$ cat src/rtl/core/offgrid_heater_power_regulator_assert.svh
// assertion macros used by the heater power regulator top level
`ifndef OFFGRID_HEATER_POWER_REGULATOR_ASSERT_SVH
`define OFFGRID_HEATER_POWER_REGULATOR_ASSERT_SVH

// same-cycle implication, disabled during reset
`define OHPR_ASSERT_SAME(lbl, clk, rst, ante, cons, msg) \
   lbl: assert property (@(posedge clk) disable iff (rst) (ante) |-> (cons)) \
      else $error(msg);

// next-cycle implication, disabled during reset
`define OHPR_ASSERT_NEXT(lbl, clk, rst, ante, cons, msg) \
   lbl: assert property (@(posedge clk) disable iff (rst) (ante) |=> (cons)) \
      else $error(msg);

`endif

$ cat src/rtl/core/ohpr_pkg.sv
// shared constants, register indexes and control structs of the heater regulator
`default_nettype none

package ohpr_pkg;

   localparam int WATT_W     = 16;
   localparam int SAMPLE_W   = 18;
   localparam int TIME_W     = 32;
   localparam int PCT_W      = 8;
   localparam int CSR_IDX_W  = 3;
   localparam int CSR_DATA_W = 18;

   // register reset values
   localparam logic [WATT_W-1:0]   RATING_RST    = 16'd2000;
   localparam logic [SAMPLE_W-1:0] BAT_LIMIT_RST = 18'd0;
   localparam logic [WATT_W-1:0]   INV_LIMIT_RST = 16'd3000;
   localparam logic [WATT_W-1:0]   STEP_RST      = 16'd100;
   localparam logic [WATT_W-1:0]   DELAY_RST     = 16'd1000;

   // percent scale and the quotient width it needs
   localparam int PCT_SCALE = 100;
   localparam int DVD_W     = 23;
   localparam int DIV_STEPS = DVD_W;
   localparam int CNT_W     = $clog2(DIV_STEPS);

   // floor(x / 10) as (x * WL_RECIP) >> WL_SHIFT, exact for x below 2^21
   localparam int WL_PROD_W = 20;
   localparam logic [WL_PROD_W-1:0] WL_RECIP = 20'hCCCCD;
   localparam int WL_SHIFT  = 23;

   typedef enum logic [CSR_IDX_W-1:0] {
      CSR_HEATER_RATING  = 3'd0,
      CSR_BATTERY_LIMIT  = 3'd1,
      CSR_INVERTER_LIMIT = 3'd2,
      CSR_STEP_SIZE      = 3'd3,
      CSR_HOLD_DELAY     = 3'd4
   } csr_index_type;

   typedef struct packed {
      logic capture;
      logic check;
      logic apply;
      logic prep;
      logic div_step;
      logic out_load;
   } cmd_type;

   typedef struct packed {
      logic trip;
   } status_type;

endpackage

`default_nettype wire

$ cat src/rtl/core/ohpr_datapath.sv
// registers, regulation arithmetic, serial percent divider and result register
`default_nettype none

module ohpr_datapath (
   input  wire logic                               clock,
   input  wire logic                               reset,
   input  wire logic                               csr_we,
   input  wire logic [ohpr_pkg::CSR_IDX_W-1:0]     csr_index,
   input  wire logic [ohpr_pkg::CSR_DATA_W-1:0]    csr_wdata,
   input  wire logic signed [ohpr_pkg::SAMPLE_W-1:0] req_inverter_power,
   input  wire logic signed [ohpr_pkg::SAMPLE_W-1:0] req_battery_power,
   input  wire logic [ohpr_pkg::TIME_W-1:0]        req_time_ms,
   input  wire ohpr_pkg::cmd_type                  cmd,
   output ohpr_pkg::status_type                    status,
   output logic [ohpr_pkg::PCT_W-1:0]              rsp_power_percent,
   output logic [ohpr_pkg::WATT_W-1:0]             rsp_requested_watts,
   output logic                                    rsp_overpower_trip
);
   import ohpr_pkg::*;

   function automatic logic [WATT_W-1:0] clip16(input logic signed [SAMPLE_W:0] v);
      logic [WATT_W-1:0] r;
      if (v[SAMPLE_W]) begin
         r = '0;
      end else if (v[SAMPLE_W-1:WATT_W] != '0) begin
         r = '1;
      end else begin
         r = v[WATT_W-1:0];
      end
      return r;
   endfunction

   // configuration registers
   logic [WATT_W-1:0]          rating_ff, inv_limit_ff, step_ff, delay_ff;
   logic signed [SAMPLE_W-1:0] bat_limit_ff;
   logic [WATT_W-1:0]          work_limit_ff, work_limit_in;

   // regulation state
   logic [WATT_W-1:0] req_power_ff, req_power_in;
   logic [TIME_W-1:0] deadline_ff, deadline_in;

   // captured sample and check results
   logic signed [SAMPLE_W-1:0] inv_ff, bat_ff;
   logic [TIME_W-1:0]          now_ff;
   logic                       trip_ff, trip_in;
   logic                       over_ff, over_in;
   logic                       time_ok_ff, time_ok_in;
   logic [WATT_W-1:0]          corr_ff, corr_in;

   // divider
   logic [DVD_W-1:0]  dvd_ff, dvd_in;
   logic [WATT_W-1:0] rem_ff, rem_in;

   // result register
   logic [PCT_W-1:0]  pct_ff, pct_in;
   logic [WATT_W-1:0] watts_ff;
   logic              otrip_ff;

   logic [WATT_W-1:0]          step_eff, delay_eff;
   logic [WL_PROD_W-1:0]       inv_x9;
   logic [2*WL_PROD_W-1:0]     wl_prod;
   logic signed [SAMPLE_W:0]   bat_over, inv_over;
   logic [WATT_W-1:0]          bat_clip, inv_clip, corr_a;
   logic [WATT_W:0]            inc_sum;
   logic [WATT_W:0]            rem_sh;
   logic                       q_bit;

   always_ff @(posedge clock) begin
      if (reset) begin
         rating_ff    <= RATING_RST;
         bat_limit_ff <= BAT_LIMIT_RST;
         inv_limit_ff <= INV_LIMIT_RST;
         step_ff      <= STEP_RST;
         delay_ff     <= DELAY_RST;
      end else if (csr_we) begin
         unique case (csr_index_type'(csr_index))
            CSR_HEATER_RATING:  rating_ff    <= csr_wdata[WATT_W-1:0];
            CSR_BATTERY_LIMIT:  bat_limit_ff <= csr_wdata;
            CSR_INVERTER_LIMIT: inv_limit_ff <= csr_wdata[WATT_W-1:0];
            CSR_STEP_SIZE:      step_ff      <= csr_wdata[WATT_W-1:0];
            CSR_HOLD_DELAY:     delay_ff     <= csr_wdata[WATT_W-1:0];
            default: ;
         endcase
      end
   end

   // working inverter limit, 90 percent floored
   always_comb begin
      inv_x9        = {inv_limit_ff, 3'b000} + WL_PROD_W'(inv_limit_ff);
      wl_prod       = inv_x9 * WL_RECIP;
      work_limit_in = wl_prod[WL_SHIFT +: WATT_W];
   end

   always_ff @(posedge clock) begin
      work_limit_ff <= work_limit_in;
   end

   assign step_eff  = (step_ff == '0)  ? WATT_W'(1) : step_ff;
   assign delay_eff = (delay_ff == '0) ? WATT_W'(1) : delay_ff;

   // check: trip, overdraw, correction amount and hold deadline
   always_comb begin
      trip_in    = $signed({inv_ff[SAMPLE_W-1], inv_ff})
                   > $signed({3'b000, inv_limit_ff});
      bat_over   = $signed({bat_ff[SAMPLE_W-1], bat_ff})
                   - $signed({bat_limit_ff[SAMPLE_W-1], bat_limit_ff});
      inv_over   = $signed({inv_ff[SAMPLE_W-1], inv_ff})
                   - $signed({3'b000, work_limit_ff});
      over_in    = (!bat_over[SAMPLE_W] && bat_over != '0)
                   || (!inv_over[SAMPLE_W] && inv_over != '0);
      bat_clip   = clip16(bat_over);
      inv_clip   = clip16(inv_over);
      corr_a     = (bat_clip > step_eff) ? bat_clip : step_eff;
      corr_in    = (inv_clip > corr_a) ? inv_clip : corr_a;
      time_ok_in = now_ff >= deadline_ff;
   end

   // apply: update request and deadline
   always_comb begin
      req_power_in = req_power_ff;
      deadline_in  = deadline_ff;
      inc_sum      = {1'b0, req_power_ff} + {1'b0, step_eff};
      if (trip_ff) begin
         req_power_in = '0;
         deadline_in  = '0;
      end else if (over_ff) begin
         req_power_in = (req_power_ff > corr_ff) ? req_power_ff - corr_ff : '0;
      end else if (time_ok_ff && req_power_ff < rating_ff) begin
         req_power_in = (inc_sum > {1'b0, rating_ff}) ? rating_ff : inc_sum[WATT_W-1:0];
         deadline_in  = now_ff + TIME_W'(delay_eff);
      end
   end

   always_ff @(posedge clock) begin
      if (reset) begin
         req_power_ff <= '0;
         deadline_ff  <= '0;
      end else if (cmd.apply) begin
         req_power_ff <= req_power_in;
         deadline_ff  <= deadline_in;
      end
   end

   always_ff @(posedge clock) begin
      if (cmd.capture) begin
         inv_ff <= req_inverter_power;
         bat_ff <= req_battery_power;
         now_ff <= req_time_ms;
      end
      if (cmd.check) begin
         trip_ff    <= trip_in;
         over_ff    <= over_in;
         time_ok_ff <= time_ok_in;
         corr_ff    <= corr_in;
      end
   end

   // restoring divider, one quotient bit a cycle
   always_comb begin
      rem_sh = {rem_ff, dvd_ff[DVD_W-1]};
      q_bit  = rem_sh >= {1'b0, rating_ff};
      rem_in = q_bit ? WATT_W'(rem_sh - {1'b0, rating_ff}) : rem_sh[WATT_W-1:0];
      dvd_in = {dvd_ff[DVD_W-2:0], q_bit};
   end

   always_ff @(posedge clock) begin
      if (cmd.prep) begin
         dvd_ff <= DVD_W'(req_power_ff) * DVD_W'(PCT_SCALE);
         rem_ff <= '0;
      end else if (cmd.div_step) begin
         dvd_ff <= dvd_in;
         rem_ff <= rem_in;
      end
   end

   // percent: zero on a trip, full scale for a zero rating with a request, else floor of 1 and saturation
   always_comb begin
      if (trip_ff) begin
         pct_in = '0;
      end else if (rating_ff == '0) begin
         pct_in = (req_power_ff != '0) ? '1 : '0;
      end else if (dvd_ff[DVD_W-1:PCT_W] != '0) begin
         pct_in = '1;
      end else if (dvd_ff[PCT_W-1:0] == '0 && req_power_ff != '0) begin
         pct_in = PCT_W'(1);
      end else begin
         pct_in = dvd_ff[PCT_W-1:0];
      end
   end

   always_ff @(posedge clock) begin
      if (cmd.out_load) begin
         pct_ff   <= pct_in;
         watts_ff <= req_power_ff;
         otrip_ff <= trip_ff;
      end
   end

   assign status.trip         = trip_ff;
   assign rsp_power_percent   = pct_ff;
   assign rsp_requested_watts = watts_ff;
   assign rsp_overpower_trip  = otrip_ff;

endmodule

`default_nettype wire

$ cat src/rtl/core/ohpr_ctrl.sv
// sequencer for one sample: capture, settle, check, apply, prep, divide, deliver; a trip skips prep and divide
`default_nettype none

module ohpr_ctrl (
   input  wire logic                 clock,
   input  wire logic                 reset,
   input  wire logic                 req_valid,
   output logic                      req_ready,
   output logic                      rsp_valid,
   input  wire logic                 rsp_ready,
   input  wire ohpr_pkg::status_type status,
   output ohpr_pkg::cmd_type         cmd
);
   import ohpr_pkg::*;

   typedef enum logic [6:0] {
      ST_IDLE   = 7'b0000001,
      ST_SETTLE = 7'b0000010,
      ST_CHECK  = 7'b0000100,
      ST_APPLY  = 7'b0001000,
      ST_PREP   = 7'b0010000,
      ST_DIVIDE = 7'b0100000,
      ST_OUTPUT = 7'b1000000
   } state_type;

   state_type         state_ff, state_in;
   logic [CNT_W-1:0]  cnt_ff, cnt_in;
   logic              rsp_valid_ff, rsp_valid_in;
   logic              slot_free;
   logic              div_last;

   assign slot_free = !rsp_valid_ff || rsp_ready;
   assign div_last  = cnt_ff == CNT_W'(DIV_STEPS - 1);

   always_comb begin
      state_in = state_ff;
      cnt_in   = cnt_ff;
      cmd      = '0;
      unique case (state_ff)
         ST_IDLE: begin
            cmd.capture = req_valid;
            if (req_valid) begin
               state_in = ST_SETTLE;
            end
         end
         ST_SETTLE: begin
            state_in = ST_CHECK;
         end
         ST_CHECK: begin
            cmd.check = 1'b1;
            state_in  = ST_APPLY;
         end
         ST_APPLY: begin
            cmd.apply = 1'b1;
            state_in  = status.trip ? ST_OUTPUT : ST_PREP;
         end
         ST_PREP: begin
            cmd.prep = 1'b1;
            cnt_in   = '0;
            state_in = ST_DIVIDE;
         end
         ST_DIVIDE: begin
            cmd.div_step = 1'b1;
            cnt_in       = cnt_ff + CNT_W'(1);
            if (div_last) begin
               state_in = ST_OUTPUT;
            end
         end
         ST_OUTPUT: begin
            cmd.out_load = slot_free;
            if (slot_free) begin
               state_in = ST_IDLE;
            end
         end
         default: begin
            state_in = ST_IDLE;
         end
      endcase
   end

   always_comb begin
      if (cmd.out_load) begin
         rsp_valid_in = 1'b1;
      end else if (rsp_ready) begin
         rsp_valid_in = 1'b0;
      end else begin
         rsp_valid_in = rsp_valid_ff;
      end
   end

   always_ff @(posedge clock) begin
      if (reset) begin
         state_ff     <= ST_IDLE;
         cnt_ff       <= '0;
         rsp_valid_ff <= 1'b0;
      end else begin
         state_ff     <= state_in;
         cnt_ff       <= cnt_in;
         rsp_valid_ff <= rsp_valid_in;
      end
   end

   assign req_ready = state_ff == ST_IDLE;
   assign rsp_valid = rsp_valid_ff;

endmodule

`default_nettype wire

$ cat src/rtl/core/offgrid_heater_power_regulator.sv
// top level of the off-grid heater power regulator
// usage:
//   req_ channel: one measurement item (inverter power, battery power, ms time)
//   rsp_ channel: one result item per request (percent, requested watts, trip)
//   csr_ port: write-only registers, written while the block is idle
// normal path from item accept to rsp_valid: settle, check, apply, prep,
//   23 divider steps, output load; an overpower trip skips the divider
// one item at a time: the next item is taken only after the current result
//   is loaded; the bit-serial percent divider takes one quotient bit per cycle
//   over a 23-bit dividend
// req_ready is high only while the sequencer waits for an item; a finished
//   result sits in the output register, so the next item is taken while the
//   receiver still holds off
// receiver stall: a finished result waits in the output stage until the
//   held one is taken, then loads
// reset: synchronous, clears the request, the hold deadline and rsp_valid,
//   and loads the register defaults (such as 2000 W rating, 3000 W inverter)
`default_nettype none
`include "offgrid_heater_power_regulator_assert.svh"

module offgrid_heater_power_regulator (
   input  wire logic                                 clock,
   input  wire logic                                 reset,
   // measurement items
   input  wire logic                                 req_valid,
   output logic                                      req_ready,
   input  wire logic signed [ohpr_pkg::SAMPLE_W-1:0] req_inverter_power,
   input  wire logic signed [ohpr_pkg::SAMPLE_W-1:0] req_battery_power,
   input  wire logic [ohpr_pkg::TIME_W-1:0]          req_time_ms,
   // result items
   output logic                                      rsp_valid,
   input  wire logic                                 rsp_ready,
   output logic [ohpr_pkg::PCT_W-1:0]                rsp_power_percent,
   output logic [ohpr_pkg::WATT_W-1:0]               rsp_requested_watts,
   output logic                                      rsp_overpower_trip,
   // register writes
   input  wire logic                                 csr_we,
   input  wire logic [ohpr_pkg::CSR_IDX_W-1:0]       csr_index,
   input  wire logic [ohpr_pkg::CSR_DATA_W-1:0]      csr_wdata
);
   import ohpr_pkg::*;

   cmd_type    cmd;
   status_type status;

   // sequencer: one item at a time
   ohpr_ctrl u_ctrl (
      .clock     (clock),
      .reset     (reset),
      .req_valid (req_valid),
      .req_ready (req_ready),
      .rsp_valid (rsp_valid),
      .rsp_ready (rsp_ready),
      .status    (status),
      .cmd       (cmd)
   );

   // registers, arithmetic, divider and output stage
   ohpr_datapath u_datapath (
      .clock               (clock),
      .reset               (reset),
      .csr_we              (csr_we),
      .csr_index           (csr_index),
      .csr_wdata           (csr_wdata),
      .req_inverter_power  (req_inverter_power),
      .req_battery_power   (req_battery_power),
      .req_time_ms         (req_time_ms),
      .cmd                 (cmd),
      .status              (status),
      .rsp_power_percent   (rsp_power_percent),
      .rsp_requested_watts (rsp_requested_watts),
      .rsp_overpower_trip  (rsp_overpower_trip)
   );

   // a trip result always reports a cleared request
   `OHPR_ASSERT_SAME(a_trip_clears, clock, reset, rsp_valid && rsp_overpower_trip, rsp_requested_watts == '0 && rsp_power_percent == '0, "trip result with nonzero drive")

   // a nonzero request never reads as zero percent
   `OHPR_ASSERT_SAME(a_pct_floor, clock, reset, rsp_valid && rsp_requested_watts != '0, rsp_power_percent != '0, "nonzero request reported as zero percent")

   // the sequencer goes busy right after taking an item
   `OHPR_ASSERT_NEXT(a_busy_after_accept, clock, reset, req_valid && req_ready, !req_ready, "item taken while previous one in progress")

endmodule

`default_nettype wire

$ cat config.mk
export PLATFORM = sky130hd
export DESIGN_NAME = offgrid_heater_power_regulator
export DESIGN_NICKNAME = d
export VERILOG_FILES = /design/src/rtl/core/ohpr_pkg.sv /design/src/rtl/core/ohpr_datapath.sv /design/src/rtl/core/ohpr_ctrl.sv /design/src/rtl/core/offgrid_heater_power_regulator.sv
export VERILOG_INCLUDE_DIRS = /design/src /design/src/rtl/core
export SDC_FILE = /design/constraint.sdc
export NUM_CORES = 1
export LEC_CHECK = 0
export BUFFER_PORTS_ARGS = -buffer_cell sky130_fd_sc_hd__buf_4
export CORE_ASPECT_RATIO = 1.25
export CORE_MARGIN = 3
export CORE_UTILIZATION = 50
export DETAILED_ROUTE_END_ITERATION = 8
export GPL_ROUTABILITY_DRIVEN = 1
export PLACE_DENSITY = 0.67
export SYNTH_ARGS = -nofsm -noshare
export SYNTH_HDL_FRONTEND = slang
export SYNTH_HIERARCHICAL = 1
export SYNTH_SLANG_ARGS = --single-unit
$ cat constraint.sdc
create_clock -name clock -period 10.4 [get_ports clock]
set_clock_uncertainty 0.15 [all_clocks]
set_input_delay 1.56 -clock clock [delete_from_list [all_inputs] [get_ports clock]]
set_output_delay 1.56 -clock clock [all_outputs]
set_load 0.1 [all_outputs]
== Word-level counts from Yosys, hierarchy flattened ==
Cells that the tools add are included.

* Input port bits: 94
* Output and inout bits: 27
* Word-level logic and storage cells: 128
* Bits in registers: 310

* Muxes and demuxes: 37
* Equal/unequal tests: 16
* Order comparisons: 8
* Add/subtract/negate cells: 8
* Multiply operators: 2
* Reductions and logical operators: 33

{| class="wikitable"
|+ Operators with widths
! cell !! count
|-
| 16-bit 2-to-1 mux || 14
|-
| 32-bit 2-to-1 mux || 3
|-
| 7-bit one-hot mux with 7 select lines || 1
|-
| 16-bit > comparator || 3
|-
| 16-bit logical NOT || 3
|-
| 23-bit 2-to-1 mux || 2
|-
| 20-bit by 20-bit multiplier with 39-bit output, second input constant || 1
|-
| 19-bit nonzero test || 2
|-
| 32-bit by 16-bit adder with 32-bit output || 1
|-
| 32-bit greater-or-equal comparator || 1
|-
| 8-bit 2-to-1 mux || 4
|-
| 16-bit subtractor || 2
|-
| 7-bit 2-to-1 mux || 4
|-
| 16-bit by 5-bit multiplier with 21-bit output, second input constant || 1
|-
| 19-bit by 16-bit adder with 20-bit output || 1
|-
| 18-bit by 17-bit subtractor with 19-bit output || 1
|-
| 18-bit by 18-bit subtractor with 19-bit output || 1
|-
| 18-bit by 17-bit > comparator with 1-bit output || 1
|-
| 16-bit by 16-bit adder with 17-bit output || 1
|-
| 17-bit by 16-bit greater-or-equal comparator with 1-bit output || 1
|-
| 17-bit by 16-bit > comparator with 1-bit output || 1
|-
| 16-bit < comparator || 1
|-
| 16-bit nonzero test || 1
|-
| 15-bit nonzero test || 1
|-
| 25 further kinds || 52
|}

== Longest topological paths before layout ==
Gate-level depths: netlist of the first run.

* Depth after elaboration: 8
* Gate-level depth with buffers: 36

== Modules after synthesis ==
The synthesis of the first run kept the hierarchy.

{| class="wikitable"
|+ By module, submodules not included
! module !! times used !! cells an instance !! area each (µm²)
|-
| ohpr_datapath || 1 || 2,967 || 27,694.1
|-
| ohpr_ctrl || 1 || 105 || 810.8
|}

== Worst setup path after synthesis of the first run ==
OpenSTA, ideal clock, no wires.

* Kind: flip-flop to flip-flop
* Start point: register u_datapath.inv_limit_ff[0]
* End point: register u_datapath.work_limit_ff[11]
* Path slack: 1.833 ns
* Cell stages (with the launch flop): 32
* Data required time: 10.110 ns
* Library setup time: 0.140 ns
* Clock period less this slack: 8.567 ns
* Arrival time: 8.277 ns
* Path through: dfxtp_1 ha_1 inv_1 fa_1 nor2b_1 o21ai_0 a21boi_0 o21ai_0 a21boi_0 o21ai_0 a21o_1 a311oi_1 nor2_1 nor4_1 ha_1 fa_1 ha_1 inv_1 fa_1 inv_1 fa_1 fa_1 ha_1 ha_1 a21oi_1 nor2b_1 a311oi_2 a211oi_1 o21a_1 o21ai_0 nor2b_1 o311ai_0

* Longest elaborated chain between the ends: 2

{| class="wikitable"
|+ Ends and longest elaborated chain
! element !! RTL line !! source
|-
| start, declared || ohpr_datapath.sv:34 || <nowiki>logic [WATT_W-1:0] rating_ff, inv_limit_ff, step_ff, delay_ff;</nowiki>
|-
| start signal, assigned || ohpr_datapath.sv:79 || <nowiki>CSR_INVERTER_LIMIT: inv_limit_ff <= csr_wdata[WATT_W-1:0];</nowiki>
|-
| 19-bit by 16-bit adder with 20-bit output || ohpr_datapath.sv:89 || <nowiki>inv_x9 = {inv_limit_ff, 3'b000} + WL_PROD_W'(inv_limit_ff);</nowiki>
|-
| 20-bit by 20-bit multiplier with 39-bit output || ohpr_datapath.sv:90 || <nowiki>wl_prod = inv_x9 * WL_RECIP;</nowiki>
|-
| via u_datapath.wl_prod[34] || ohpr_datapath.sv:61 || <nowiki>logic [2*WL_PROD_W-1:0] wl_prod;</nowiki>
|-
| end signal, assigned || ohpr_datapath.sv:95 || <nowiki>work_limit_ff <= work_limit_in;</nowiki>
|-
| end, declared || ohpr_datapath.sv:36 || <nowiki>logic [WATT_W-1:0] work_limit_ff, work_limit_in;</nowiki>
|}

The timed path passes the listed nets, and every way through them passes these cells.
A chain may end at the register's enable or synchronous reset.

== Worst setup path in the final report of the first run ==
* Start point: register u_datapath.inv_limit_ff[0]
* End point: register u_datapath.work_limit_ff[14]

The elaborated chain is that of the path after synthesis.

==> results.yml, run 1 <==
logic_synthesis:
  synth-adder-area-share_pct: 32.0
  synth_compound_gate_area_share_pct: 15.1
  synth_common_cells: "ha_1, inv_1, nand2_1"
  synthTopCellsByArea: "ha_1, edfxtp_1, dfxtp_1"
  yosysMostFrequentCell: "ha_1"
  synth_simple_gate_area_share_pct: 12.3
  async_flop_share_pct: 0
  synth_area_leader_cell: "ha_1"
  synth_top_family_by_area: "adder cells"
  ys_dominant_reg_cell: "dfxtp_1"
  synthXorXnorAreaFrac_pct: 4.33
  synth-edff-count: 133
  synth_top_cell_area_share_pct: 20.9
  synth_seq_cells: 310
  avgSynthCellArea_um2: 9.28
  synth_warnings: 6
  ys_seq_area_share_pct: 26.4
  ys_types: 95
  synth_area_um2: 28500
  syn_nets: 3800
  synth_mux_area_share_pct: 2.16
  syn_inst: 3072
routing:
  drtPass1Iterations: 5
  drc: 0
  routed_wl_mm: 78.1
  wl_per_cell_um: 19.9
  routed_via_density: 5.68
  final_antenna_net_count: 0
  dr.first_iter.drc_count: 1325
  num_vias: 22300
worst_setup_path:
  cp_slowest_stage_delay_ps: 580
  cp_data_arrival_time_ps: 9820
  crit_path_max_fanout: 10
  cp-start-kind: "flop"
  crit_slowest_cell: "fa_1"
  cp.required_ps: 10740
  end_kind: "flop"
  worstSetupPathType: "flop to flop"
  reg2reg_slack_ps: 920
floorplanning:
  dieHeight_um: 273
  io_pins: 121
  die_width_um: 220
  core-area_um2: 56200
  rows: 97
  die_area_um2: 59900
  start_util_pct: 50.7
timing:
  max_slew_margin_pct: 23.0
  max_freq_ghz: 0.106
  rsz0062_at_grt: "false"
  tns_ps: 0
  hold_viol_final: 0
  finalSetupViolCount: 0
  slew_viol_final: 0
  hold_slack_ps: 306
  fin_crit_ps: 9480
  tightestPinTransition_ps: 1150
  fin_crit_sh_pct: 91.1
job:
  maxCapViolations: 0
clocking:
  cts_hold_buf: 0
  cts_tree: "built"
  cts_buffer_depth: 3
  root_buffer: "clkbuf_16"
  post-cts-setup-buffers: 0
  cts_buffers: 36
  clkLatencyLatePin_ps: 560
  clock-sinks: 310
  clk_pin_slew_ps: 70
  htree_num_levels: 2
  cts_resized: 0
global_routing:
  antenna_found_initial: 2
  grt_max_degree: 77
  grt_pass1_wl_mm: 124
  grt_pass1_vias: 22900
  gr-total-overflow: 0
  grt_usage_pct: 26.4
place:
  dp_hpwl_mm: 63.4
  placed_area_um2: 30100
  io_buffers: 120
  globalplace.congestion: 0.937
outcome:
  outcome: "finished clean"
finish:
  post-route-util_pct: 55.8
  final_area_um2: 31400
  fin_nets: 3875
  area_growth_pct: 10.0
  drive_gt1_share_pct: 7.75
worst_hold_path:
  hp-class: "flop to flop"
power:
  leakage_uw: 0.0148
  peakVddDrop_uv: 587
  powerDensity_nw_per_um2: 257
cell type report:
| class | instances | area, um^2 |
|---|---|---|
| Fill cell | 4978 | 24800 |
| Multi-Input combinational cell | 2189 | 18800 |
| Sequential cell | 310 | 7540 |
| Inverter | 474 | 1780 |
| Timing Repair Buffer | 136 | 1020 |
| Clock buffer | 45 | 966 |
| Tap cell | 742 | 928 |
| Clock inverter | 21 | 287 |
| Antenna cell | 3 | 7.51 |
flip-flops by register name, summed over array words and instances (netlist names), 18 cells and up:
| signal | flops |
|---|---|
| u_datapath/bat_ff | 18 |
| u_datapath/bat_limit_ff | 18 |
| u_datapath/deadline_ff | 32 |
| u_datapath/dvd_ff | 23 |
| u_datapath/inv_ff | 18 |
| u_datapath/now_ff | 32 |
routing by layer:
metal	routed length, um	track usage (%)	part of all wire (%)	up-vias
li1	-	-	-	10800
met1	31400	31.1	40	10800
met2	40100	48.1	51	537
met3	3130	3.08	4.0	161
met4	3500	11.1	4.5	0
met5	0	0	0	-
kinds of logic (layout without fill, tap and decap cells):
logic type / count (synthesis) / after routing
compound gates: 629 / 629
xor+xnor: 141 / 141
simple gates: 724 / 724
other cells: 0 / 3
fa+ha+maj: 634 / 634
flops: 310 / 310
buf+inv: 573 / 676
mux: 61 / 61
through the flow:
step / setup slack, ps / instances / total power (uW)
floorplan: 1830 / 3072 / 5270
global placement: 1340 / 3851 / 6520
detailed placement: 1130 / 3851 / 6680
CTS: 1030 / 3917 / 8090
global route: 253 / 3919 / 8830
finish: 925 / 3920 / 8050
worst max-delay path, delay by kind of cell, from the launching register on:
family	cells	cell delay [ps]
buffers and inverters	4	350
adders and majority gates	10	4070
DFF	1	310
AOI/OAI and AO/OA	16	3710
and+or+nand+nor	3	350
xor gates and xnor gates	1	460
path summary, 6_finish.rpt:
kind | from | to | depth (start not counted)
max | u_datapath/inv_limit_ff[0] | u_datapath/work_limit_ff[14] | 34
min | u_datapath/bat_limit_ff[8] | u_datapath/bat_limit_ff[8] | 2
max reg2reg | u_datapath/inv_limit_ff[0] | u_datapath/work_limit_ff[14] | 34
min reg2reg | u_datapath/bat_limit_ff[8] | u_datapath/bat_limit_ff[8] | 2
cell usage in the layout (no fill, tap or decap), types with 39 or more instances in the layout:
master / count
a21oi_1: 198
o21a_1: 39
dfxtp_1: 177
inv_1: 474
nor3_1: 42
o21ai_0: 69
xnor2_1: 85
mux2i_1: 57
nand2_1: 253
a21o_1: 84
ha_1: 477
buf_4: 136
nor2_1: 162
xor2_1: 56
edfxtp_1: 133
fa_1: 157
power breakdown:
group,internal (uW),switching (uW),leakage (uW)
Combinational,2210,3020,0.0115
Sequential,1410,62.6,0.00268
Clock,817,541,0.000601
(Power assumes the default switching activity.)
==> run 2, diff against run 1 <==
Settings changed: BUFFER_PORTS_ARGS -buffer_cell sky130_fd_sc_hd__buf_4 to unset, DONT_BUFFER_PORTS set to 1, PLACE_DENSITY 0.67 to unset.
==> run 2 against run 1 <==
Against the previous run:
- first-iteration DRC count down 13%
- clock power about the same
- global-route usage up 0.26 points
- sequential share of layout area up 0.70 points
- core utilization down 1.6 points
- sequential power about the same
- critical path type unchanged
==> results.yml, run 2 (synthesis results as in run 1) <==
routing:
  drtPass1Iterations: 5
  final_antenna_net_count: 0
  num_vias: 21700
  drc: 0
  dr.first_iter.drc_count: 1150
  wl_per_cell_um: 20.6
  routed_via_density: 5.71
  routed_wl_mm: 78.2
clocking:
  cts_tree: "built"
  cts_buffers: 37
  cts_hold_buf: 0
  clock-sinks: 310
  cts_buffer_depth: 3
  post-cts-setup-buffers: 0
  cts_resized: 0
  htree_num_levels: 2
  clk_pin_slew_ps: 60
  root_buffer: "clkbuf_16"
  clkLatencyLatePin_ps: 570
job:
  maxCapViolations: 0
timing:
  max_freq_ghz: 0.106
  fin_crit_sh_pct: 90.4
  tns_ps: 0
  slew_viol_final: 0
  tightestPinTransition_ps: 1210
  rsz0062_at_grt: "false"
  hold_slack_ps: 296
  fin_crit_ps: 9400
  finalSetupViolCount: 0
  hold_viol_final: 0
  max_slew_margin_pct: 19.3
global_routing:
  grt_pass1_wl_mm: 125
  gr-total-overflow: 0
  grt_pass1_vias: 22800
  antenna_found_initial: 0
  grt_max_degree: 121
  grt_usage_pct: 26.6
finish:
  area_growth_pct: 6.87
  fin_nets: 3757
  final_common_cell: "ha_1"
  num-fill-cells: 5143
  seq_area_um2: 7540
  reg.largest.list: "u_datapath/deadline_ff (32), u_datapath/now_ff (32), u_datapath/dvd_ff (23)"
  multi_input_area_um2: 18800
  layout.cells.non_filler: 3798
  diodes: 0
  layout.cells.most_common_list: "ha_1, inv_1, nand2_1, a21oi_1, dfxtp_1"
  drive_gt1_share_pct: 4.32
worst_setup_path:
  cp_slowest_stage_delay_ps: 580
  crit_slowest_cell: "fa_1"
  worstSetupPathType: "flop to flop"
  reg2reg_from: "u_datapath/inv_limit_ff[0]"
  critPathLaunch: "u_datapath/inv_limit_ff[0]"
  crit_path_max_fanout: 10
  path_common_cell: "fa_1"
  end_kind: "flop"
  cp_data_arrival_time_ps: 9730
  cp.required_ps: 10730
  cp-start-kind: "flop"
floorplanning:
  start_util_pct: 50.7
  rows: 97
  die_area_um2: 59900
  die_width_um: 220
  io_pins: 121
  core-area_um2: 56200
  dieHeight_um: 273
place:
  dp_hpwl_mm: 63.1
  place_inst: 3732
  io_buffers: 0
  globalplace.congestion: 0.930
worst_hold_path:
  hp-start: "u_datapath/deadline_ff[1]"
  hp-class: "flop to flop"
outcome:
  outcome: "finished clean"
power:
  leakage_uw: 0.0142
  peakVddDrop_uv: 447
  powerDensity_nw_per_um2: 263
## run 2: per-stage QoR
step	util (%)	instance area (um^2)	worst slack (ps)	power (uW)
after floorplan	-	28500	1830	5270
after global placement	52.0	29200	1240	6570
after detailed placement	52.0	29200	1050	6710
after CTS	54.2	30500	989	8090
after global routing	54.2	30500	107	8850
final	54.2	30500	1000	8000
## run 2: worst paths after layout
check / to / slack, ps / cells after the start
hold / removal: u_datapath/deadline_ff[1] / 300 / 2
hold reg to reg: u_datapath/deadline_ff[1] / 300 / 2
setup / recovery: u_datapath/work_limit_ff[15] / 1000 / 33
setup reg to reg: u_datapath/work_limit_ff[15] / 1000 / 33
## run 2: layer usage
| layer | up-vias | share of wire, % | GRT usage [%] |
|---|---|---|---|
| li1 | 10500 | - | - |
| met1 | 10500 | 40 | 31.2 |
| met2 | 478 | 52 | 49.1 |
| met3 | 168 | 4.3 | 3.97 |
| met4 | 0 | 4.0 | 9.44 |
| met5 | - | 0 | 0 |
## run 2: critical path: cells and delay by family, from the launching register on
family | cells | cell delay, ps
xor gates and xnor gates | 2 | 580
and+or+nand+nor | 4 | 370
AOI/OAI and AO/OA | 14 | 3330
buffers and inverters | 3 | 160
adders and majority gates | 10 | 4120
DFF | 1 | 570
## run 2: final cells by class
type,count,share of cell area (%)
Sequential cell,310,24.7
Inverter,474,5.84
Clock buffer,42,3.20
Tap cell,742,3.05
Timing Repair Buffer,17,0.485
Clock inverter,24,0.850
Multi-Input combinational cell,2189,61.8
## run 2: power by group
| part | leakage (uW) | internal [uW] | switching [uW] |
|---|---|---|---|
| combinational | 0.0109 | 2180 | 3020 |
| clock | 0.000603 | 781 | 550 |
| sequential | 0.00268 | 1410 | 69.3 |
| total | 0.0142 | 4360 | 3630 |
